===== src/rtl/pbp_pkg.sv =====
package pbp_pkg;

  localparam int unsigned Frames = 16;
  localparam int unsigned FrameW = 4;
  localparam int unsigned PageW = 31;
  localparam int unsigned PinW = 16;
  localparam int unsigned StampW = 64;

  localparam logic [PinW-1:0] PinMax = '1;

  typedef enum logic [2:0] {
    ModePin     = 3'd0,
    ModeUnpin   = 3'd1,
    ModeDirty   = 3'd2,
    ModeForce   = 3'd3,
    ModeFlush   = 3'd4,
    ModeRelease = 3'd5,
    ModeQuery   = 3'd6,
    ModeNone    = 3'd7
  } mode_e;

  typedef enum logic [1:0] {
    KindFinal = 2'd0,
    KindWrite = 2'd1,
    KindRead  = 2'd2
  } kind_e;

  typedef enum logic [1:0] {
    StatOk        = 2'd0,
    StatNotRes    = 2'd1,
    StatAllPinned = 2'd2
  } status_e;

  typedef enum logic [1:0] {
    StratFifo  = 2'd0,
    StratLru   = 2'd1,
    StratClock = 2'd2
  } strat_e;

  typedef struct packed {
    logic [2:0]       mode;
    logic [PageW-1:0] page_num;
    logic [3:0]       frame_index;
  } req_t;

  typedef struct packed {
    logic [1:0]       kind;
    logic [1:0]       status;
    logic [3:0]       frame;
    logic [PageW-1:0] page_out;
    logic             valid_res;
    logic             dirty;
    logic [PinW-1:0]  pin_count;
    logic             last;
    logic [31:0]      read_count;
    logic [31:0]      write_count;
  } res_t;

  // Classified request passed from the front to the back.
  typedef struct packed {
    logic [2:0]        mode;
    logic [PageW-1:0]  page_num;
    logic [3:0]        frame_index;
    logic              hit;
    logic [FrameW-1:0] hit_frame;
    logic              has_empty;
    logic [FrameW-1:0] empty_frame;
  } cmd_t;

endpackage


===== src/rtl/pbp_front.sv =====
module pbp_front (
  input  logic                              clk_i,
  input  logic                              rst_ni,
  input  logic                              start_i,
  input  pbp_pkg::req_t                     req_i,
  input  logic                              space_i,
  input  logic [pbp_pkg::Frames-1:0]        valid_i,
  input  logic [pbp_pkg::Frames-1:0][pbp_pkg::PageW-1:0] tag_i,
  output logic                              push_o,
  output pbp_pkg::cmd_t                     cmd_o
);

  logic                       hit;
  logic [pbp_pkg::FrameW-1:0] hit_f;
  logic                       emp;
  logic [pbp_pkg::FrameW-1:0] emp_f;

  always_comb begin
    hit = 1'b0;
    hit_f = '0;
    emp = 1'b0;
    emp_f = '0;
    for (int i = pbp_pkg::Frames - 1; i >= 0; i--) begin
      if (valid_i[i] && tag_i[i] == req_i.page_num) begin
        hit = 1'b1;
        hit_f = pbp_pkg::FrameW'(i);
      end
      if (!valid_i[i]) begin
        emp = 1'b1;
        emp_f = pbp_pkg::FrameW'(i);
      end
    end
  end

  always_ff @(posedge clk_i or negedge rst_ni) begin
    if (!rst_ni) begin
      push_o <= 1'b0;
    end else begin
      push_o <= start_i && space_i;
    end
  end

  always_ff @(posedge clk_i) begin
    if (start_i && space_i) begin
      cmd_o.mode <= req_i.mode;
      cmd_o.page_num <= req_i.page_num;
      cmd_o.frame_index <= req_i.frame_index;
      cmd_o.hit <= hit;
      cmd_o.hit_frame <= hit_f;
      cmd_o.has_empty <= emp;
      cmd_o.empty_frame <= emp_f;
    end
  end

endmodule


===== config.mk =====
export PLATFORM = sky130hd
export DESIGN_NAME = pbp_front
export DESIGN_NICKNAME = d
export VERILOG_FILES = /design/src/rtl/pbp_pkg.sv /design/src/rtl/pbp_front.sv
export SDC_FILE = /design/constraint.sdc
export NUM_CORES = 1
export LEC_CHECK = 0
export BUFFER_PORTS_ARGS = -buffer_cell sky130_fd_sc_hd__buf_2
export CORE_AREA = 5 5 231 233
export CTS_CLUSTER_SIZE = 10
export DETAILED_ROUTE_END_ITERATION = 7
export DIE_AREA = 0 0 236 238
export PLACE_DENSITY = 0.48
export SKIP_CTS_REPAIR_TIMING = 1
export SYNTH_ARGS = -nofsm -noshare
export SYNTH_HDL_FRONTEND = slang
export SYNTH_SLANG_ARGS = --single-unit
export TNS_END_PERCENT = 10

===== constraint.sdc =====
create_clock -name clk_i -period 0.8 [get_ports clk_i]
set_clock_uncertainty 0.2 [all_clocks]
set_input_delay 0.12 -clock clk_i [delete_from_list [all_inputs] [get_ports clk_i]]
set_output_delay 0.12 -clock clk_i [all_outputs]
set_load 0.02 [all_outputs]

==> results by group <==
STA
  – Fin Setup TNS: -26.45 ns
  – RSZ-0062 raised after global routing: yes
  – Post-layout worst setup margin: -1.25 ns
  – Max Transition Viols Final: 0
  – Tmin final: 2.05 ns
  – # setup viols final: 59
  – Final hold violations: 17
  – Max Freq: 0.487 GHz
  – Slew @ Worst Pin: 0.562 ns
  – Slew HR: 62.5%
  – Hold_ws: -0.243 ns
  – Fin crit share: 257%

Placement
  – DP HPWL: 53.0 mm
  – Count of port buffers added during placement: 602
  – Dpl cells: 2262
  – GP Congestion: 0.996

Floorplanning
  – Core Area: 51000 sq um
  – Starting Density: 15.4%
  – I/O Pins: 603
  – Core Rows: 83
  – Chip width: 236 microns
  – Die area: 56200 sq um
  – Die Height: 238 microns

Route
  – Final wirelength: 61.6 mm
  – Vias: 9701
  – Routed vias/inst: 4.22
  – 1st-pass router iterations: 6
  – Average wire per standard cell: 26.8 microns
  – DR iter-0 viols: 522
  – Residual DRC count: 0
  – Detail Route Antenna Nets: 0

Power and ir drop
  – Peak VDD IR: 772 uV
  – LEAKAGE: 6.15 nW
  – Power density over the cells: 938 nW/um^2

Yosys
  – Area leader, netlist: xnor2_1
  – Synth Instances: 850
  – YS warnings: 0
  – Top cell type's share of synthesized area: 53.5%
  – Syn_nets: 1404
  – Synth Cell Area: 7860 sq um
  – Top cells by area, synth: xnor2_1 53%, edfxtp_1 18%, nand4_1 10%, buf_6 6.4%, nor4_1 2.5%
  – Sequential-to-total area share from yosys stat: 18.7%
  – Post-synth cell types: 30
  – Synthesized flop and latch total: 49
  – Syn avg cell area: 9.25 sq um

Global routing
  – Initial antenna violation count: 4
  – Largest net degree at the start of global routing: 28
  – Vias in the first global route: 10600
  – Remaining Overflow, GRT: 0
  – Global-route wire length before repair: 81.7 mm
  – All-Layer GR Usage: 20.5%

Run
  – Max-Cap Viols: 0

Finish
  – Layout area overhead: 86.2%
  – Final net count: 2167
  – Seq. cell area: 1470 sq um
  – Layout cells sized above 1: 58.1%
  – Final Core Density: 28.7%
  – Area of the multi-input gates: 6560 sq um
  – FILL cells: 5477
  – Layout Cells excl Fill: 2298

Worst setup path
  – CP Class: primary input to flip-flop
  – Critical-path cell list: buf_6 > buf_4 > xnor2_1 > nand4_1 > nor4_4 > buf_4 > nand2_8 > o21ai_4 > a21boi_2 > o21ai_2 > a21oi_2 > o21ai_1
  – Max FO, Critical Path: 8
  – Worst Setup End Kind: flip-flop
  – Cell type group with the largest total delay on the critical path: compound AO/OA/AOI/OAI gates
  – Worst Path Required: 0.77 ns
  – CP arrival: 2.02 ns
  – Crit path largest cell delay: 0.33 ns
  – Most used cell, CP: buf_4
  – CP Launch Type: primary input
  – CP bufs+invs: 3
  – Slowest CP cell: nor4_4

Clocking
  – CTS Buf Count: 5
  – Clock Sinks: 49
  – Clk root buf: clkbuf_16
  – CTS tree: done
  – H-tree Lvls: 2
  – Deepest clock path buffer count: 2
  – Clock-pin slew on the worst setup and hold paths: 0.09 ns

Worst hold path
  – Min-Delay Path Class: primary input to flip-flop

Status
  – Failing checks: negative hold slack, negative setup slack
  – Status: complete, but fails checks
[path summary, 6_finish.rpt]
path	cells after the start	slack, ns	from	to
worst max-delay path	12	-1.25	req_i[8]	cmd_o[5]$_SDFFCE_PP0P_
worst min-delay path	1	-0.24	req_i[35]	cmd_o[45]$_DFFE_PP_
max in group asynchronous	2	0.42	rst_ni	push_o$_DFF_PN0_
min in group asynchronous	2	-0.10	rst_ni	push_o$_DFF_PN0_
[cells in the final DEF, fill, tap and decap left out, drive strengths merged]
master	synthesis	final
edfxtp	48	48
nand4	131	131
buf	62	813
nor4	34	34
clkbuf	0	9
diode	0	4
nand2	29	29
nor2	6	6
bufinv	0	1
a222oi	1	1
nand3	3	3
xnor2	481	481
nor3	4	4
o211ai	2	2
a21oi	4	4
a31oi	5	5
o21ai	7	7
o22ai	3	3
dfrtp	1	1
dlygate4sd3	0	1
a21boi	3	3
a22o	1	1
o2111ai	1	1
a221oi	1	1
xor2	9	9
and2	2	2
inv	12	14
[through the flow]
step	hold slack [ns]	cell area (sq um)	power, mW	worst slack, ns
2_1_floorplan	-0.376	8060	6.59	-0.991
3_3_place_gp	-0.305	13300	10.5	-2.34
3_5_place_dp	-0.301	13300	10.5	-2.27
4_1_cts	-0.682	13400	13.4	-1.94
5_1_grt	-0.266	14600	14.4	-1.34
6_report	-0.243	14600	13.7	-1.25
[final cells by class]
class	count	area share (%)
clock buffers	5	0.855
flip-flops and latches	49	10.0
repair buffers	818	37.8
multi-input cells	727	44.9
well taps	680	5.81
diodes	4	0.0684
inverters	12	0.308
clock inverters	3	0.325
[state kept, by name (all words and copies together), names as in the netlist]
name / cells
cmd_o: 48
push_o: 1
[cells in the mapped netlist]
library cell	count
a22o_1	1
o22ai_1	3
buf_6	45
nor4_2	3
buf_4	15
dfrtp_1	1
o2111ai_1	1
a222oi_1	1
o211ai_1	2
nand3_1	3
xor2_1	9
a31oi_1	5
a21oi_1	4
xnor2_2	1
and2_1	2
buf_2	1
buf_8	1
inv_1	12
nand2_1	29
xnor2_1	480
a21boi_0	2
nor2_1	6
nor3_1	4
o21ai_0	4
o21ai_1	3
a221oi_1	1
nand4_1	131
nor4_1	31
a21boi_1	1
edfxtp_1	48
[cells by family after synthesis]
| kind of cell | Yosys count | share of synthesized area, % |
|---|---|---|
| xor gates and xnor gates | 490 | 54.7 |
| and+or+nand+nor | 209 | 15.7 |
| buffers and inverters | 74 | 8.71 |
| DFF | 49 | 18.7 |
| AOI/OAI and AO/OA | 28 | 2.28 |
[power by group]
part | switching [mW] | total [mW] | internal (mW) | leakage [nW]
clock | 1.22 | 2.73 | 1.51 | 0.0848
sequential | 0.0566 | 3.05 | 3.00 | 0.455
combinational | 3.89 | 7.94 | 4.05 | 5.61
[routing by layer]
layer  wire length [microns]  vias to the layer above  global-route usage, %
met1                   24500                     4665                   24.9
met3                    3710                       80                   3.73
met4                    1770                        0                   5.74
li1                        -                     4456                      -
met2                   31700                      500                   37.3
met5                       0                        -                      0
No activity file was read; power rests on OpenSTA's default activity.
